--- config.mk ---
export PLATFORM = sky130hd
export DESIGN_NAME = multi_keyword_stream_matcher_unit
export DESIGN_NICKNAME = d
export VERILOG_FILES = /design/src/sv/mksm_pkg.sv /design/src/sv/mksm_front.sv /design/src/sv/mksm_back.sv /design/src/sv/multi_keyword_stream_matcher_unit.sv
export SDC_FILE = /design/constraint.sdc
export NUM_CORES = 2
export LEC_CHECK = 0
export BUFFER_PORTS_ARGS = -buffer_cell sky130_fd_sc_hd__buf_2
export CORE_ASPECT_RATIO = 0.8
export CORE_UTILIZATION = 45
export DETAILED_ROUTE_END_ITERATION = 7
export PLACE_DENSITY = 0.7
export SLEW_MARGIN = 30
export SYNTH_ARGS = -nofsm -noshare
export SYNTH_HDL_FRONTEND = slang
export SYNTH_HIERARCHICAL = 1
export SYNTH_SLANG_ARGS = --single-unit
--- constraint.sdc ---
create_clock -name clk -period 14.6 [get_ports clk]
set_clock_uncertainty 0.1 [all_clocks]
set_input_delay 0 -clock clk [delete_from_list [all_inputs] [get_ports clk]]
set_output_delay 0 -clock clk [all_outputs]
set_load 0.02 [all_outputs]
--- src/sv/mksm_pkg.sv ---
// shared types, constants and helpers for the keyword stream matcher
`timescale 1ns / 1ps
`default_nettype none

package mksm_pkg;

    // keyword store geometry
    localparam int PATTERNS    = 8;
    localparam int PATTERN_LEN = 32;

    // word field widths
    localparam int SLOT_W = 3;
    localparam int POS_W  = 5;
    localparam int BYTE_W = 8;
    localparam int LEN_W  = $clog2(PATTERN_LEN + 1);
    localparam int PIDX_W = $clog2(PATTERN_LEN);

    // case fold clears this bit on both sides
    localparam logic [BYTE_W-1:0] FOLD_MASK = 8'h20;

    // queue between front and back
    localparam int QUEUE_DEPTH = 2;
    localparam int QPTR_W      = (QUEUE_DEPTH > 1) ? $clog2(QUEUE_DEPTH) : 1;
    localparam int QCNT_W      = $clog2(QUEUE_DEPTH + 1);

    // input opcodes
    localparam logic OPC_LOAD = 1'b0;
    localparam logic OPC_SCAN = 1'b1;

    // classified command kinds
    typedef enum logic [1:0] {
        CMD_NOP,
        CMD_LOAD,
        CMD_SCAN
    } cmd_op_t;

    // one queued command
    typedef struct packed {
        cmd_op_t              op;
        logic [SLOT_W-1:0]    slot;
        logic [POS_W-1:0]     position;
        logic [BYTE_W-1:0]    byte_value;
        logic                 last;
    } cmd_t;

    // loose case fold
    function automatic logic [BYTE_W-1:0] fold_byte(input logic [BYTE_W-1:0] b);
        return b & ~FOLD_MASK;
    endfunction

endpackage

`default_nettype wire

--- src/sv/mksm_front.sv ---
// front end: decodes input words and queues them for the matcher core
`timescale 1ns / 1ps
`default_nettype none

module mksm_front
    import mksm_pkg::*;
(
    input  wire logic              clk,
    input  wire logic              rst_n,
    input  wire logic              item_valid,
    output logic                   item_stall,
    input  wire logic              opcode,
    input  wire logic [SLOT_W-1:0] slot,
    input  wire logic [POS_W-1:0]  position,
    input  wire logic [BYTE_W-1:0] byte_value,
    input  wire logic              last,
    output logic                   cmd_valid,
    output cmd_t                   cmd,
    input  wire logic              cmd_pop
);

    cmd_t              cls;
    logic              push;
    cmd_t              q_reg [QUEUE_DEPTH];
    logic [QPTR_W-1:0] wr_ptr_reg;
    logic [QPTR_W-1:0] wr_ptr_next;
    logic [QPTR_W-1:0] rd_ptr_reg;
    logic [QPTR_W-1:0] rd_ptr_next;
    logic [QCNT_W-1:0] count_reg;
    logic [QCNT_W-1:0] count_next;

    // classify the word: out-of-range loads are dropped here
    always_comb
    begin
        cls.slot       = slot;
        cls.position   = position;
        cls.byte_value = byte_value;
        cls.last       = last;
        if (opcode == OPC_SCAN)
        begin
            cls.op = CMD_SCAN;
        end
        else if ((int'(slot) < PATTERNS) && (int'(position) < PATTERN_LEN))
        begin
            cls.op = CMD_LOAD;
        end
        else
        begin
            cls.op = CMD_NOP;
        end
    end

    // queue handshake
    assign item_stall = (count_reg == QCNT_W'(QUEUE_DEPTH));
    assign push       = item_valid && !item_stall && (cls.op != CMD_NOP);
    assign cmd_valid  = (count_reg != '0);
    assign cmd        = q_reg[rd_ptr_reg];

    // pointer and count update
    always_comb
    begin
        wr_ptr_next = wr_ptr_reg;
        rd_ptr_next = rd_ptr_reg;
        count_next  = count_reg;
        if (push)
        begin
            wr_ptr_next = (wr_ptr_reg == QPTR_W'(QUEUE_DEPTH - 1)) ? '0 : wr_ptr_reg + 1'b1;
        end
        if (cmd_pop)
        begin
            rd_ptr_next = (rd_ptr_reg == QPTR_W'(QUEUE_DEPTH - 1)) ? '0 : rd_ptr_reg + 1'b1;
        end
        if (push && !cmd_pop)
        begin
            count_next = count_reg + 1'b1;
        end
        else if (!push && cmd_pop)
        begin
            count_next = count_reg - 1'b1;
        end
    end

    always_ff @(posedge clk or negedge rst_n)
    begin
        if (!rst_n)
        begin
            wr_ptr_reg <= '0;
            rd_ptr_reg <= '0;
            count_reg  <= '0;
        end
        else
        begin
            wr_ptr_reg <= wr_ptr_next;
            rd_ptr_reg <= rd_ptr_next;
            count_reg  <= count_next;
        end
    end

    // queue storage
    always_ff @(posedge clk)
    begin
        if (push)
        begin
            q_reg[wr_ptr_reg] <= cls;
        end
    end

`ifndef NO_ASSERTIONS
    a_count_bound: assert property (@(posedge clk) disable iff (!rst_n)
        count_reg <= QCNT_W'(QUEUE_DEPTH))
        else $error("queue count above depth");

    a_pop_not_empty: assert property (@(posedge clk) disable iff (!rst_n)
        cmd_pop |-> (count_reg != '0))
        else $error("pop from empty queue");

    a_no_push_full: assert property (@(posedge clk) disable iff (!rst_n)
        (count_reg == QCNT_W'(QUEUE_DEPTH)) |-> !push)
        else $error("push while queue full");
`endif

endmodule

`default_nettype wire

--- src/sv/mksm_back.sv ---
// back end: keyword store, shift-and prefix vectors and found register
`timescale 1ns / 1ps
`default_nettype none

module mksm_back
    import mksm_pkg::*;
(
    input  wire logic clk,
    input  wire logic rst_n,
    input  wire logic cmd_valid,
    input  cmd_t      cmd,
    output logic      cmd_pop,
    output logic      result_valid,
    input  wire logic result_stall,
    output logic      found
);

    logic [BYTE_W-1:0]      kb_reg     [PATTERNS][PATTERN_LEN];
    logic [LEN_W-1:0]       len_reg    [PATTERNS];
    logic [PATTERN_LEN-1:0] prefix_reg [PATTERNS];
    logic [PATTERN_LEN-1:0] prefix_next [PATTERNS];
    logic [PATTERN_LEN-1:0] scan_vec   [PATTERNS];
    logic [PATTERNS-1:0]    slot_hit;
    logic                   hit_reg;
    logic                   hit_next;
    logic                   result_valid_reg;
    logic                   found_reg;
    logic                   byte_nonzero;
    logic [BYTE_W-1:0]      folded;
    logic                   do_scan;
    logic                   do_load;
    logic                   scan_done;

    // take a queued word whenever the result register is free or draining
    assign cmd_pop      = cmd_valid && (!result_valid_reg || !result_stall);
    assign do_scan      = cmd_pop && (cmd.op == CMD_SCAN);
    assign do_load      = cmd_pop && (cmd.op == CMD_LOAD);
    assign scan_done    = do_scan && cmd.last;
    assign byte_nonzero = (cmd.byte_value != '0);
    assign folded       = fold_byte(cmd.byte_value);

    assign result_valid = result_valid_reg;
    assign found        = found_reg;

    // per-slot shift-and step, all positions compared in parallel
    always_comb
    begin
        logic [LEN_W-1:0] eff_len;
        logic [LEN_W-1:0] len_m1;
        for (int s = 0; s < PATTERNS; s++)
        begin
            eff_len = (len_reg[s] > LEN_W'(PATTERN_LEN)) ? LEN_W'(PATTERN_LEN) : len_reg[s];
            len_m1  = eff_len - 1'b1;
            scan_vec[s][0] = (cmd.byte_value == kb_reg[s][0]);
            for (int p = 1; p < PATTERN_LEN; p++)
            begin
                scan_vec[s][p] = (LEN_W'(p) < eff_len) && prefix_reg[s][p-1]
                                 && (folded == fold_byte(kb_reg[s][p]));
            end
            if (eff_len == '0 || !byte_nonzero)
            begin
                scan_vec[s] = '0;
            end
            slot_hit[s] = (eff_len != '0) && scan_vec[s][len_m1[PIDX_W-1:0]];
        end
    end

    // next prefix vectors and sticky hit
    always_comb
    begin
        hit_next = hit_reg;
        for (int s = 0; s < PATTERNS; s++)
        begin
            prefix_next[s] = prefix_reg[s];
            if (do_load && (int'(cmd.slot) == s))
            begin
                prefix_next[s] = '0;
            end
            else if (do_scan)
            begin
                prefix_next[s] = cmd.last ? '0 : scan_vec[s];
            end
        end
        if (do_scan)
        begin
            hit_next = cmd.last ? 1'b0 : (hit_reg || (|slot_hit));
        end
    end

    // scan state and result register
    always_ff @(posedge clk or negedge rst_n)
    begin
        if (!rst_n)
        begin
            for (int s = 0; s < PATTERNS; s++)
            begin
                prefix_reg[s] <= '0;
                len_reg[s]    <= '0;
            end
            hit_reg          <= 1'b0;
            result_valid_reg <= 1'b0;
        end
        else
        begin
            for (int s = 0; s < PATTERNS; s++)
            begin
                prefix_reg[s] <= prefix_next[s];
            end
            hit_reg <= hit_next;
            if (do_load && cmd.last)
            begin
                len_reg[cmd.slot] <= LEN_W'(cmd.position) + 1'b1;
            end
            if (scan_done)
            begin
                result_valid_reg <= 1'b1;
            end
            else if (!result_stall)
            begin
                result_valid_reg <= 1'b0;
            end
        end
    end

    // keyword bytes and found word
    always_ff @(posedge clk)
    begin
        if (do_load)
        begin
            kb_reg[cmd.slot][cmd.position] <= cmd.byte_value;
        end
        if (scan_done)
        begin
            found_reg <= hit_reg || (|slot_hit);
        end
    end

`ifndef NO_ASSERTIONS
    a_hit_cleared: assert property (@(posedge clk) disable iff (!rst_n)
        scan_done |=> !hit_reg)
        else $error("hit flag survived end of buffer");

    a_result_from_last: assert property (@(posedge clk) disable iff (!rst_n)
        $rose(result_valid_reg) |-> $past(scan_done))
        else $error("result without final scan byte");

    a_hold_no_pop: assert property (@(posedge clk) disable iff (!rst_n)
        (result_valid_reg && result_stall) |-> !cmd_pop)
        else $error("word taken while result held");
`endif

endmodule

`default_nettype wire

--- src/sv/multi_keyword_stream_matcher_unit.sv ---
// top level of the multi-keyword stream matcher
`timescale 1ns / 1ps
`default_nettype none

// Multi-keyword stream matcher. Load words (opcode 0) write keyword bytes into one of
// eight 32-byte slots; the word with last set fixes the keyword length. Scan words
// (opcode 1) stream a buffer one byte per word, and the scan word with last set
// produces one result word whose found bit says whether any keyword occurred in the
// buffer. The first keyword byte must match exactly, later ones match with bit 0x20
// ignored, and a zero buffer byte breaks all partial matches. One word is taken per
// clock while item_stall is low: a combinational decode feeds a two-word queue, and
// the matcher core drains one word per cycle unless a held result is stalled,
// comparing every slot and position in parallel. result_valid rises in the cycle
// after the core takes the final scan byte, and the result word is held while
// result_stall is high; item_stall rises only once the two-word queue has filled.
module multi_keyword_stream_matcher_unit
    import mksm_pkg::*;
(
    input  wire logic              clk,
    input  wire logic              rst_n,
    input  wire logic              item_valid,
    output logic                   item_stall,
    input  wire logic              opcode,
    input  wire logic [SLOT_W-1:0] slot,
    input  wire logic [POS_W-1:0]  position,
    input  wire logic [BYTE_W-1:0] byte_value,
    input  wire logic              last,
    output logic                   result_valid,
    input  wire logic              result_stall,
    output logic                   found
);

    logic cmd_valid;
    cmd_t cmd;
    logic cmd_pop;

    // decode and queue
    mksm_front u_front (
        .clk        (clk),
        .rst_n      (rst_n),
        .item_valid (item_valid),
        .item_stall (item_stall),
        .opcode     (opcode),
        .slot       (slot),
        .position   (position),
        .byte_value (byte_value),
        .last       (last),
        .cmd_valid  (cmd_valid),
        .cmd        (cmd),
        .cmd_pop    (cmd_pop)
    );

    // matcher core
    mksm_back u_back (
        .clk          (clk),
        .rst_n        (rst_n),
        .cmd_valid    (cmd_valid),
        .cmd          (cmd),
        .cmd_pop      (cmd_pop),
        .result_valid (result_valid),
        .result_stall (result_stall),
        .found        (found)
    );

endmodule

`default_nettype wire

==> run summary <==
The H-tree was split into 4 levels. The slew of the pin with the lowest slew margin was 1.12 ns; the total congestion overflow was 0. Measured in cells, the most critical reg-to-reg path has a length of 14. At the worst endpoint, the arrival time is 7.20 ns.

After clock tree synthesis, the flow added hold-fix buffers numbering 43. Detailed routing inserted a total of 57.9k vias. Once the clock tree was built, the resizer swapped 0 gates to a different size. In the final timing run, aggregate negative setup slack is 0 ns. The total count of hold-check failures in the final report was 0. After synthesis, the mean cell area works out to 13.9 sq um.

The number of nets in the layout was 6897; the number of placed cells counting well taps was 9449. In this run the tightest slew margin relative to its limit is 24.9%. In this run the critical register-to-register path is captured at u_back/found. In the synthesized netlist, the cells that appear most often are edfxtp_1 (1839), xnor2_1 (1723), nor2_1 (536).

The total area inside the core boundary comes to 211000 sq um. The root buffer cell chosen for the clock tree is clkbuf_16. The detail route stage leaves a number of antenna-violating nets equal to 0. The share of post-route cells with drive strength above 1 was 7.91%. The register with the most flip-flops in the layout has 1800 of them.

Counting the buffers created by CTS gives 194. After Yosys synthesis, full adders, half adders and majority gates account for 0.222% of the synthesized area. The flow ran to the end, and the final reports show no timing, DRC or antenna violations. Fraction of synthesized cell area in xor and xnor cells: 16.7%.

After legalization and detailed placement, the total HPWL measured 144000 um. Primary flip-flop cell chosen by synthesis mapping: edfxtp_1. The logs give 7.97 ns for the pre-CTS setup slack and 246000 um for the routed wire length. Compared with the post-synthesis result, the final layout area differs by 10.3%.

Power share of the sequential group: 38.9%. The number of iterations in the first detailed-routing pass is 5. The final critical path takes up 46.0% of the cycle. Summing the areas of all compound-gate instances in the mapped netlist gives 4.75% of the synthesized area. The total power per unit cell area came out at 186 nW/um^2. For this run, design rule violations remaining after detail routing come to 0. After clock tree synthesis, the clock-pin slew on the worst setup and hold paths is 0.06 ns.

The combinational cell fraction of total power was 34.4%. Vias per cell: 5.86. The number of standard cells in the final layout excluding fillers came out at 9879.

Across all hold checks on the routed design, the worst slack comes to 0.326 ns. After the first detailed-routing iteration, the DRC count stood at 6447. The time the final worst path needs with I/O delays and setup came out at 6.71 ns.

Synthesis produced a netlist whose cell count is 6886. The reported leakage power is 0.0327 uW. Timing would allow up to 0.149 GHz. The internal portion of the total power is 12600 uW. In this run the post-CTS setup repair buffer count came out at 0. The floorplan has 151 rows. The global router's overall resource usage came out at 22.6%. The mux cell area share after synthesis is 0.705%.

In this run the cell area of the synthesized design comes to 95700 sq um. edfxtp_1 takes more of the synthesized area than any other cell. Setup repair after global routing left no endpoint under its margin. Entering global routing, the biggest net connects 135 pins.

Summed over its instances, the top area cell type makes up 57.7% of the synthesized netlist area. The startpoint type of the worst setup path was a register. Net switching is 36.0% of the power. The clock reaches the later pin of the worst-skew pair after 0.83 ns.

The first-pass GRT wire length is 370000 um. The number of antenna violations at the first check in global routing was 23; the maximum ir drop on the vdd rail was 0.000231 V. The number of max-cap violations is 0.

The clock passes through at most 3 buffers. For flop-to-flop paths, the worst setup slack is 7.89 ns. Most frequently used cell type in the post-synthesis netlist: edfxtp_1.

The via count of the first global-routing pass came out at 56.6k. For this design, the sink count on the clock tree is 2141. By area the synthesized netlist is led by edfxtp_1 (58%), xnor2_1 (16%), dfrtp_1 (7.9%). The setup path with the least slack is of type register to register. The worst hold path belongs to the class primary input to async pin.

The number of input and output port buffers inserted was 24; the routed wire length per instance was 24.9 um. The final-report setup violation count was 0. After synthesis the netlist holds a flip-flop and latch count of 2141. The share of synthesized cell area in and, or, nand and nor gates is 9.75%. The synthesized design contains 1839 enable-type register cells. Counting the fill cells in the layout gives 17.6k. The async set-or-reset flop fraction in the synthesized netlist came out at 14.1%. In this run the worst path has a maximum fanout of 112. Once routing completed, OpenROAD measured the worst setup slack at 7.89 ns. The warning count from the yosys run is 6. The analysis attributes to net switching a power of 7080 uW. STA classifies the critical path endpoint as a register. The worst register-to-register path begins at u_front/rd_ptr_reg. TritonCTS built the clock tree.

25 I/O pins were placed. The tools report the post-synthesis cell type count as 86. The share of the yosys chip area belonging to registers is 65.6%. The share of total power dissipated in the clock network is 26.7%. The run gives 0 as the final count of pins violating max slew. The net count of the mapped netlist is 6925, and the starting density of the core is 45.3%.

The die covers 215000 sq um. The width of the die was 518 um; the required arrival time at the worst endpoint was 15.09 ns. The weighted congestion reported at the end of routability-driven placement was 0.906; the die height was 414 um. Combinational family with the most area after synthesis: XOR/XNOR gates.
-- power groups by stage --
| stage | Sequential [uW] | Clock (uW) | Combinational, uW |
|---|---|---|---|
| after floorplan | 7620 | 0 | 4800 |
| after global placement | 7750 | 0 | 6530 |
| after detailed placement | 7750 | 0 | 6650 |
| after CTS | 7620 | 5320 | 6700 |
| after global routing | 7650 | 5560 | 7200 |
| final | 7640 | 5250 | 6750 |
-- stage by stage --
| stage | power, uW | instance area (sq um) | utilization, % |
|---|---|---|---|
| after floorplan | 12400 | 95700 | - |
| final | 19600 | 106000 | 49.9 |
| after global routing | 20400 | 106000 | 49.9 |
| after CTS | 19600 | 105000 | 49.9 |
| after detailed placement | 14400 | 98500 | 46.6 |
| after global placement | 14300 | 98500 | 46.6 |
-- layout by cell type, fill, tap and decap left out, types with 14 or more instances in the layout --
cell type,netlist,final
clkinv_1,3,34
diode_2,0,19
buf_2,127,23
a31oi_1,26,26
and3_1,20,20
bufinv_16,0,23
or4_1,20,19
clkinv_2,0,41
ha_1,17,16
a32o_1,17,17
mux2i_1,22,22
dlygate4sd3_1,0,42
and2_1,14,14
or3_1,22,21
nor4_1,117,117
dfrtp_1,302,302
clkbuf_8,0,15
a22o_1,197,197
buf_4,84,104
o211ai_1,27,27
nand4_1,482,482
xnor2_1,1723,1723
clkbuf_1,168,43
edfxtp_1,1839,1839
o21ai_0,99,99
a21oi_1,59,59
or2_2,19,19
xor2_1,99,98
clkbuf_16,0,198
nor2b_1,23,22
nand2b_1,21,20
a211oi_1,25,25
nand2_1,200,185
nand3_1,60,52
nor2_1,536,527
inv_1,33,33
nor3_1,202,200
-- metal layers --
metal / track usage, % / up-vias / part of all wire (%)
met4: 8.20 / 12 / 3.3
met3: 5.50 / 463 / 9.9
met2: 33.2 / 2746 / 44
li1: - / 25300 / -
met1: 32.6 / 29355 / 43
met5: 0 / - / 0.036
-- cells by family after synthesis --
group	Yosys count
compound gates	606
flops	2141
buf+inv	443
simple gates	1803
xor+xnor	1822
fa+ha+maj	17
mux	54
-- critical path: stages, from the launching register on --
cell and delay (ns):
dfrtp_1 0.63, buf_4 0.38, mux2_8 0.57, buf_12 0.45
buf_4 0.74, buf_12 0.53, xnor2_1 0.15, nand4_1 0.16
nor3_1 0.07, o21ai_0 0.28, a31oi_1 0.13, o22ai_1 0.57
nand4_1 0.27, or4_1 0.59, or3_1 0.39
-- area by class of cell --
class / count / area [sq um] / share of cell area (%)
flip-flops and latches: 2141 / 62800 / 59.5
multi-input cells: 4302 / 31000 / 29.3
clock buffers: 256 / 5320 / 5.04
well taps: 2830 / 3540 / 3.35
repair buffers: 181 / 1540 / 1.46
clock inverters: 112 / 1200 / 1.14
inverters: 38 / 143 / 0.135
diodes: 19 / 47.5 / 0.0450
-- worst max-delay path by stage --
stage	slack [ns]	from	cells past startpoint	endpoint
final	7.89	u_front/rd_ptr_reg	14	u_back/found
after global routing	7.63	u_front/rd_ptr_reg	14	u_back/found
after CTS	7.95	u_front/rd_ptr_reg	14	u_back/found
after detailed placement	7.97	u_front/rd_ptr_reg	14	u_back/found
after global placement	7.99	u_front/rd_ptr_reg	14	u_back/found
after floorplan	9.83	u_front/rd_ptr_reg	15	u_back/found
No activity file was read; power rests on OpenSTA's default activity.
